## src/rtl/fbpa_pkg.sv

```systemverilog
// Shared types and codes for the fixed block pool allocator.
`timescale 1ns / 1ps

package fbpa_pkg;

    localparam int SLOTS_DEFAULT = 256;
    localparam logic [15:0] BLOCK_SIZE_RESET = 16'd64;

    localparam logic KIND_ALLOC   = 1'b0;
    localparam logic KIND_RELEASE = 1'b1;

    localparam logic [1:0] ST_ALLOCATED   = 2'd0;
    localparam logic [1:0] ST_RELEASED    = 2'd1;
    localparam logic [1:0] ST_OUT_OF_SLOTS = 2'd2;
    localparam logic [1:0] ST_INVALID     = 2'd3;

    typedef struct packed {
        logic       kind;
        logic [7:0] release_slot;
    } in_item_t;

    typedef struct packed {
        logic [7:0]  slot;
        logic [23:0] block_address;
        logic [1:0]  status;
        logic [8:0]  used_count;
    } out_item_t;

endpackage

```

## src/rtl/fbpa_out.sv

```systemverilog
// Block address multiply and output register.
`timescale 1ns / 1ps

module fbpa_out
    import fbpa_pkg::*;
#(
    parameter int SLOTS = SLOTS_DEFAULT
)
(
    input  logic                     clk,
    input  logic                     rst_n,
    input  logic                     load,
    input  out_item_t                item,
    input  logic [$clog2(SLOTS)-1:0] mul_slot,
    input  logic [15:0]              block_size,
    output logic                     free,
    output logic                     out_valid,
    input  logic                     out_stall,
    output out_item_t                out_data
);

    localparam int SW = $clog2(SLOTS);
    localparam int PW = SW + 16;
    localparam int AW = (PW > 24) ? PW : 24;

    logic          out_valid_reg, out_valid_next;
    out_item_t     out_data_reg;
    logic [PW-1:0] product;
    logic [AW-1:0] product_x;
    out_item_t     item_full;

    assign product   = PW'(mul_slot) * PW'(block_size);
    assign product_x = AW'(product);

    always_comb
    begin
        item_full = item;
        if (item.status == ST_ALLOCATED || item.status == ST_RELEASED)
            item_full.block_address = product_x[23:0];
        else
            item_full.block_address = '0;
    end

    assign free = !out_valid_reg || !out_stall;

    always_comb
    begin
        out_valid_next = out_valid_reg;
        if (load)
            out_valid_next = 1'b1;
        else if (!out_stall)
            out_valid_next = 1'b0;
    end

    always_ff @(posedge clk or negedge rst_n)
    begin
        if (!rst_n)
            out_valid_reg <= 1'b0;
        else
            out_valid_reg <= out_valid_next;
    end

    always_ff @(posedge clk)
    begin
        if (load)
            out_data_reg <= item_full;
    end

    assign out_valid = out_valid_reg;
    assign out_data  = out_data_reg;

endmodule

```

## config.mk

```make
export PLATFORM = sky130hd
export DESIGN_NAME = fbpa_out
export DESIGN_NICKNAME = d
export VERILOG_FILES = /design/src/rtl/fbpa_pkg.sv /design/src/rtl/fbpa_out.sv
export SDC_FILE = /design/constraint.sdc
export NUM_CORES = 1
export LEC_CHECK = 0
export BUFFER_PORTS_ARGS = -buffer_cell sky130_fd_sc_hd__buf_2
export CORE_MARGIN = 2
export CORE_UTILIZATION = 37
export DETAILED_ROUTE_END_ITERATION = 12
export GPL_TIMING_DRIVEN = 0
export PLACE_DENSITY = 0.57
export SLEW_MARGIN = 10
export SYNTH_ARGS = -nofsm -noshare
export SYNTH_HDL_FRONTEND = slang
export SYNTH_SLANG_ARGS = --single-unit
```

## constraint.sdc

```tcl
create_clock -name clk -period 0.8 [get_ports clk]
set_input_delay 0.04 -clock clk [delete_from_list [all_inputs] [get_ports clk]]
set_output_delay 0.04 -clock clk [all_outputs]
set_load 0.05 [all_outputs]
```

[After elaboration in Yosys (flattened, before gate mapping)]
Index checks and enable logic that the tools add are counted.
Storage, ports and cells
  bits in registers: 44
  input bits: 71
  output and inout bits: 45
  logic and storage cells: 15
Operators by class
  multiply operators: 1
  equal/unequal tests: 2
  muxes and demuxes: 2
  reduce and logical (&&, ||, !) cells: 5
Operators by type and width (count)
  multiplier 8 x 16 -> 24 bit: 1
  == test 2 x 1 -> 1 bit (second input constant): 1
  zero test 1 bit: 2
  zero test 2 bit: 1
  logical OR 1 bit: 2
  2-to-1 mux 1 bit: 2
  != test 2 bit (second input constant): 1

[Longest topological paths before layout]
Gate-level depths: netlist (run 1).
  depth after elaboration: 2
  depth in mapped cells: 18
  gate-level depth less buffers: 16

[Worst setup path after synthesis (run 1)]
OpenSTA, ideal clock, no wires.
  path type: input port to flip-flop
  start: input port mul_slot[7]
  end: register out_data_reg, in the netlist out_data[32], data pin
  library setup time: 0.260 ns
  arrival: 4.178 ns
  data required time: 0.540 ns
  path slack: -3.638 ns
  stages on the path: 16
  path buffers: 2
  cell sequence: clkbuf_1 and2_1 fa_1 fa_1 fa_1 inv_1 fa_1 inv_1 ha_1 buf_2 a211oi_1 nor2_1 o41ai_1 o31ai_1 a31oi_1 mux2_2
Between the ends
  word-level cells in the longest chain between the ends: 1
RTL lines
  start: declaration: RTL line fbpa_out.sv:14  | input logic [$clog2(SLOTS)-1:0] mul_slot,
  multiplier 8 x 16 -> 24 bit: RTL line fbpa_out.sv:32  | assign product = PW'(mul_slot) * PW'(block_size);
  end signal: assignment: RTL line fbpa_out.sv:66  | out_data_reg <= item_full;
  end: declaration: RTL line fbpa_out.sv:27  | out_item_t out_data_reg;
Every way passes these cells.
A chain may end at the register's enable or synchronous reset.

[Worst setup path in the final report (run 1)]
  start: input port mul_slot[2]
  end: register out_data_reg, in the netlist out_data[32], data pin
Same word-level chain as after synthesis.

==> impl_metrics.env, run 1 <==
export IMPL_hold_viol=0
export IMPL_synthFlopType="edfxtp_1"
export IMPL_final_cell_area_um2=8180
export IMPL_cp_cell_sequence="buf_12 -> buf_8 -> buf_6 -> and2_4 -> fa_1 -> fa_2 -> fa_1 -> inv_2 -> fa_1 -> inv_2 -> ha_4 -> a211oi_4 -> nor2_4 -> o41ai_4 -> o31ai_4 -> a31oi_1 -> mux2_2"
export IMPL_syn_cell_area_um2=5609
export IMPL_port_buffers=91
export IMPL_grtUsageTotal=0.1783
export IMPL_antenna_cells=0
export IMPL_setup_tns_ps=-62340
export IMPL_drive_gt1_frac=0.3810
export IMPL_row_count=45
export IMPL_fill_cells=1341
export IMPL_totalWireLength_um=13860
export IMPL_gr_max_usage_layer="met2"
export IMPL_syn_to_final_growth_pct=45.84
export IMPL_wl_per_cell_um=15.37
export IMPL_tritoncts="built"
export IMPL_avgSynthCellArea_um2=10.02
export IMPL_cp_common_cell="fa_1"
export IMPL_critical_path_class="input port to flop"
export IMPL_die_area_um2=16160
export IMPL_grt_max_degree=45
export IMPL_crit_family="adder cells"
export IMPL_fmax_ghz=0.2368
export IMPL_min_path_cells=3
export IMPL_cp_end_kind="flop"
export IMPL_r2r_setup_slack_ps=140
export IMPL_layout_commonest_cell="inv_1"
export IMPL_ant_nets=0
export IMPL_required_ps=830
export IMPL_dr_total_vias=4399
export IMPL_r2r_start="out_valid"
export IMPL_grtUsageMet2=0.3441
export IMPL_use_met1=0.2187
export IMPL_fp_dieH_um=127.1
export IMPL_yosys_register_bits=44
export IMPL_fp_dieW_um=127.1
export IMPL_synth_cells=560
export IMPL_cts_buffer_depth=2
export IMPL_violations="setup timing"
export IMPL_slew_headroom=0.5856
export IMPL_yosysSeqAreaShare=0.2347
export IMPL_grt_pass1_vias=4856
export IMPL_dpl_hpwl_um=10310
export IMPL_worstSetupStartpointType="input port"
export IMPL_stdcell_count=902
export IMPL_period_needed_ps=4223
export IMPL_start_util=0.3731
export IMPL_timing_rr_end="out_valid"
export IMPL_synth_edf_count=43
export IMPL_timing_final_crit_share=5.278
export IMPL_critical_path_arrival_ps=4250
export IMPL_use_met3=0.02471
export IMPL_grt_pass1_wl_um=23050
export IMPL_p_per_area_nw_per_um2=3352
export IMPL_dp_cells=839
export IMPL_slowest_stage="fa_1"
export IMPL_ys_warn_count=0
export IMPL_ys_types=44
export IMPL_hold_path_endpoint="out_valid"
export IMPL_maxCapViolations=0
export IMPL_insertion_delay_ps=280
export IMPL_dr_pass1_iters=4
export IMPL_num_io_pins=116
export IMPL_power_leakage_nw=3.640
export IMPL_place_area_um2=6653
export IMPL_grt_overflow=0
export IMPL_setup_viol=68
export IMPL_reg2regPathDepth=2
export IMPL_hp_start="out_stall"
export IMPL_rsz0062_at_grt="yes"
export IMPL_place_ws_ps=-3880
export IMPL_nets=912
export IMPL_mostFrequentLayoutCells="inv_1 (85), and2_1 (78), fa_1 (75)"
export IMPL_largest_reg_flops=43
export IMPL_synthesis_nets=759
export IMPL_drcViolationCount=0
export IMPL_cts_sinks=44
export IMPL_path_buf_inv=5
export IMPL_cts_inserted_buffers=5
export IMPL_cpPeakStageDelay_ps=560
export IMPL_setup_slack_ps=-3423
export IMPL_worst_pin_slew_ps=621.5
export IMPL_gp_congestion=0.8527
export IMPL_synthArstFlopShare=0.02273
export IMPL_drt_initial_drc_count=218
export IMPL_finalClockSkew_ps=0
export IMPL_coreArea_um2=15030
export IMPL_hp_class="input port to flop"
export IMPL_cts_max_level=2
export IMPL_ir_worst_vdd_uv=2061
export IMPL_clk_pin_slew_ps=60
export IMPL_via_per_inst=4.877
export IMPL_run_status="finished with violations"
export IMPL_cts_root_buf="clkbuf_16"
export IMPL_antenna_found_initial=0
export IMPL_slew_viol_final=0
export IMPL_cp_max_fo=5
==> stage by stage <==
stage | hold WS (ps) | utilization | power (W)
2_1_floorplan | -255.6 | - | 0.01628
3_3_place_gp | -183.8 | 0.4425 | 0.01925
3_5_place_dp | -183.4 | 0.4425 | 0.01946
4_1_cts | 5.023 | 0.5206 | 0.02478
5_1_grt | 22.53 | 0.5442 | 0.02961
6_report | 8.250 | 0.5442 | 0.02742
==> worst reg2reg max path, cell delays in order, from the launching register on <==
cell and delay, ps:
dfrtp_2 420, nand2_4 70, nand2b_1 50
==> repair_timing <==
item	4_1_cts	5_1_grt
resized for setup	176	78
setup endpoints to repair	111	68
pin swaps	60	78
gates cloned	0	0
hold buffers	20	0
hold endpoints to repair	20	0
setup buffers	27	13
==> area by class of cell <==
type | count | area, um2 | share of cell area
inverter | 103 | 389.1 | 0.04757
tap | 188 | 235.2 | 0.02876
sequential | 44 | 1318 | 0.1611
multi-input combinational | 399 | 4554 | 0.5567
clock buffer | 7 | 132.6 | 0.01621
timing repair buffer | 149 | 1406 | 0.1719
buffer | 11 | 141.4 | 0.01728
clock inverter | 1 | 3.754 | 0.0004589
==> cell families after synthesis <==
family                     after synthesis  synth area share
AOI/OAI and AO/OA                       51           0.06179
xor gates and xnor gates                14           0.02186
adders and majority gates              128            0.3979
buffers and inverters                  117           0.07986
DFF                                     44            0.2347
muxes                                    2          0.004015
and+or+nand+nor                        204            0.1999
==> synthesized netlist by cell type (all sizes together) (4+ instances only) <==
library cell / count / area [um2]
and2: 105 / 656.9
xor2: 4 / 35.03
clkbuf: 12 / 45.04
inv: 103 / 386.6
nor3: 7 / 40.04
a211oi: 4 / 35.03
edfxtp: 43 / 1291
nand4: 4 / 25.02
nor2b: 7 / 43.79
a21oi: 16 / 80.08
a21o: 5 / 37.54
nand3: 5 / 25.02
nand2: 38 / 142.6
o21ai: 10 / 53.80
xnor2: 10 / 87.58
ha: 44 / 550.5
fa: 84 / 1682
nor2: 27 / 101.4
==> power breakdown <==
group          leakage (nW)  total [W]  switching, W  internal, W
Combinational          3.15     0.0218        0.0117       0.0101
Sequential            0.427    0.00365      0.000259      0.00339
Clock                0.0655    0.00193      0.000783      0.00115
Total                  3.64     0.0274        0.0128       0.0147
==> layer usage <==
layer,routed length [um],up-vias
met4,159,0
met5,0,-
met1,5702,2254
met3,355,12
li1,-,2068
met2,7644,65
==> worst max-delay path by stage <==
stage                      from           end  slack, ps  cells past startpoint
floorplan           mul_slot[2]  out_data[32]      -3360                     16
global placement    mul_slot[3]  out_data[32]      -3880                     18
detailed placement  mul_slot[2]  out_data[32]      -3880                     18
CTS                 mul_slot[4]  out_data[32]      -3490                     18
global route        mul_slot[2]  out_data[32]      -3540                     17
finish              mul_slot[2]  out_data[32]      -3420                     17
(Power assumes the default switching activity.)
==> run 2, diff against run 1 <==
--- a/config.mk
+++ b/config.mk
@@ -5,12 +5,13 @@
 export SDC_FILE = /design/constraint.sdc
 export NUM_CORES = 1
 export LEC_CHECK = 0
+export ABC_AREA = 1
 export BUFFER_PORTS_ARGS = -buffer_cell sky130_fd_sc_hd__buf_2
 export CORE_MARGIN = 2
 export CORE_UTILIZATION = 37
 export DETAILED_ROUTE_END_ITERATION = 12
 export GPL_TIMING_DRIVEN = 0
-export PLACE_DENSITY = 0.57
+export PLACE_DENSITY = 0.56
 export SLEW_MARGIN = 10
 export SYNTH_ARGS = -nofsm -noshare
 export SYNTH_HDL_FRONTEND = slang
==> run 2 against run 1 <==
Compared with the run above:
- the run ends with hold timing, setup timing left
- final area rose by 10%
- core utilization rose by 2.0 points
- worst setup slack improved by 690 ps
- cell count rose by 27%
- register-to-register slack barely moved
- worst hold slack got worse by 21 ps
- maximum frequency rose by 20%
- total power rose by 13%
- critical path depth rose by 2
- global-route usage rose by 0.16 points
- combinational power rose by 16%
- critical endpoint is now out_data[29]
- via count rose by 16%
==> impl_metrics.env, run 2 <==
export IMPL_min_path_cells=3
export IMPL_hp_start="out_stall"
export IMPL_critical_path_arrival_ps=3570
export IMPL_hold_path_endpoint="out_valid"
export IMPL_insertion_delay_ps=280
export IMPL_via_per_inst=4.476
export IMPL_synth_top_area_share=0.2773
export IMPL_synthesis_nets=995
export IMPL_run_status="finished with violations"
export IMPL_cp_cell_sequence="clkbuf_16 -> clkbuf_16 -> nand2_1 -> inv_1 -> fa_1 -> fa_1 -> fa_1 -> inv_1 -> fa_1 -> inv_2 -> ha_4 -> nand2_4 -> inv_4 -> nand2_1 -> and2_4 -> nor2_4 -> nor2_2 -> a21oi_2 -> nor2_2"
export IMPL_r2r_start="out_valid"
export IMPL_timing_rr_end="out_valid"
export IMPL_yosys_register_bits=44
export IMPL_grt_overflow=0
export IMPL_start_util=0.3803
export IMPL_dpl_hpwl_um=11050
export IMPL_synth_most_common_cell="inv_1"
export IMPL_violations="hold timing, setup timing"
export IMPL_slew_headroom=0.6381
export IMPL_gp_congestion=0.8233
export IMPL_rsz0062_at_grt="yes"
export IMPL_ant_nets=0
export IMPL_grtUsageMet2=0.3345
export IMPL_antenna_cells=0
export IMPL_dr_pass1_iters=4
export IMPL_slowest_stage="fa_1"
export IMPL_clk_pin_slew_ps=60
export IMPL_power_leakage_nw=4.935
export IMPL_drt_initial_drc_count=206
export IMPL_maxCapViolations=0
export IMPL_critical_path_class="input port to flop"
export IMPL_place_ws_ps=-3222
export IMPL_port_buffers=67
export IMPL_synth_area_leader_cell="fa_1"
export IMPL_die_area_um2=17430
export IMPL_synthTopCellsByCount="inv_1 (249), nand2_1 (229), fa_1 (84)"
export IMPL_timing_final_crit_share=4.413
export IMPL_worst_pin_slew_ps=542.9
export IMPL_dp_cells=1079
export IMPL_reg2regPathDepth=2
export IMPL_grt_max_degree=45
export IMPL_cp_max_fo=8
export IMPL_antenna_found_initial=0
export IMPL_largest_reg_flops=43
export IMPL_ys_warn_count=0
export IMPL_hold_viol=1
export IMPL_avgSynthCellArea_um2=7.617
export IMPL_ir_worst_vdd_uv=2109
export IMPL_stdcell_count=1144
export IMPL_synthArstFlopShare=0.02273
export IMPL_num_io_pins=116
export IMPL_ys_types=27
export IMPL_cp_common_cell="fa_1"
export IMPL_grt_pass1_vias=5490
export IMPL_hp_class="input port to flop"
export IMPL_yosys_top_cells_area="fa_1 (28%), edfxtp_1 (21%), inv_1 (15%), nand2_1 (14%), ha_1 (9.1%)"
export IMPL_use_met3=0.02537
export IMPL_fmax_ghz=0.2833
export IMPL_cpPeakStageDelay_ps=550
export IMPL_cts_sinks=44
export IMPL_gr_max_usage_layer="met2"
export IMPL_setup_slack_ps=-2730
export IMPL_mostFrequentLayoutCells="inv_1 (204), nand2_1 (154), fa_1 (79)"
export IMPL_hold_worst_slack_ps=-12.48
export IMPL_slew_viol_final=0
export IMPL_required_ps=840
export IMPL_p_per_area_nw_per_um2=3453
export IMPL_dr_total_vias=5120
export IMPL_drcViolationCount=0
export IMPL_cts_inserted_buffers=5
export IMPL_drive_gt1_frac=0.3793
export IMPL_synthFlopType="edfxtp_1"
export IMPL_synth_edf_count=43
export IMPL_period_needed_ps=3530
export IMPL_cts_max_level=2
export IMPL_syn_to_final_growth_pct=48.37
export IMPL_setup_viol=67
export IMPL_cts_buffer_depth=2
export IMPL_layout_commonest_cell="inv_1"
export IMPL_finalClockSkew_ps=0
export IMPL_coreArea_um2=15940
export IMPL_totalWireLength_um=14940
export IMPL_r2r_setup_slack_ps=150
export IMPL_synth_cells=796
export IMPL_wl_per_cell_um=13.06
export IMPL_cts_root_buf="clkbuf_16"
export IMPL_grt_pass1_wl_um=25580
export IMPL_grtUsageTotal=0.1799
export IMPL_cp_end_kind="flop"
export IMPL_fp_dieW_um=132.0
export IMPL_use_met1=0.2253
export IMPL_row_count=46
export IMPL_fp_dieH_um=132.0
export IMPL_worstSetupStartpointType="input port"
export IMPL_yosysSeqAreaShare=0.2171
export IMPL_tritoncts="built"
export IMPL_syn_cell_area_um2=6063
export IMPL_nets=1126
[run 2: area by class of cell]
class / count / area [um2]
fillers: 1516 / 6947
multi-input cells: 469 / 4587
flip-flops and latches: 44 / 1318
well taps: 216 / 270.3
clock inverters: 3 / 46.29
inverters: 249 / 937.1
repair buffers: 124 / 1174
plain buffers: 34 / 539.3
clock buffers: 5 / 125.1
[run 2: cell families after synthesis]
logic type | count (synthesis) | share of synthesized area
buffers and inverters | 283 | 0.1775
adders and majority gates | 128 | 0.3681
and+or+nand+nor | 301 | 0.2006
xor gates and xnor gates | 2 | 0.002890
DFF | 44 | 0.2171
AOI/OAI and AO/OA | 38 | 0.03384
[run 2: repair_timing]
item	in CTS	in global routing
hold endpoints to repair	21	0
cloned	3	0
pin swaps	61	67
hold buffers	20	0
setup endpoints to repair	110	67
setup buffers	20	14
resized for setup	224	93
[run 2: metrics by stage]
stage	hold WS, ps	power [W]	TNS, ps	area [um2]	util
floorplan	-255.6	0.01798	-53720	6578	-
global placement	-185.9	0.02133	-78520	7183	0.4506
detailed placement	-183.3	0.02138	-77790	7183	0.4506
CTS	-15.79	0.02817	-54860	8577	0.5380
global route	4.612	0.03362	-58610	8996	0.5643
finish	-12.48	0.03107	-54710	8996	0.5643
[run 2: per-layer routing]
metal  wire (um)  share of wire
met1        6579           0.44
met2        7727           0.52
met3         413          0.028
met4         222          0.015
met5           0              0
[run 2: report_power, final]
group | total (W) | switching, W | leakage, nW | internal (W)
Clock | 0.00234 | 0.000854 | 0.0804 | 0.00148
Sequential | 0.00357 | 0.000234 | 0.427 | 0.00334
Combinational | 0.0252 | 0.0146 | 4.43 | 0.0106
[run 2: worst max-delay path: cells and delay by family]
kind / cells / cell delay, ps
adders and majority gates: 5 / 2280
and+or+nand+nor: 7 / 600
buffers and inverters: 6 / 530
AOI/OAI and AO/OA: 1 / 130
[run 2: worst max path at each step]
| stage | depth (start not counted) | startpoint | slack [ps] | to |
|---|---|---|---|---|
| floorplan | 20 | mul_slot[5] | -2850 | out_data[29] |
| global placement | 17 | block_size[9] | -3210 | out_data[29] |
| detailed placement | 17 | block_size[9] | -3220 | out_data[29] |
| CTS | 19 | mul_slot[3] | -2740 | out_data[27] |
| global route | 21 | mul_slot[5] | -2880 | out_data[33] |
| finish | 19 | mul_slot[2] | -2730 | out_data[29] |
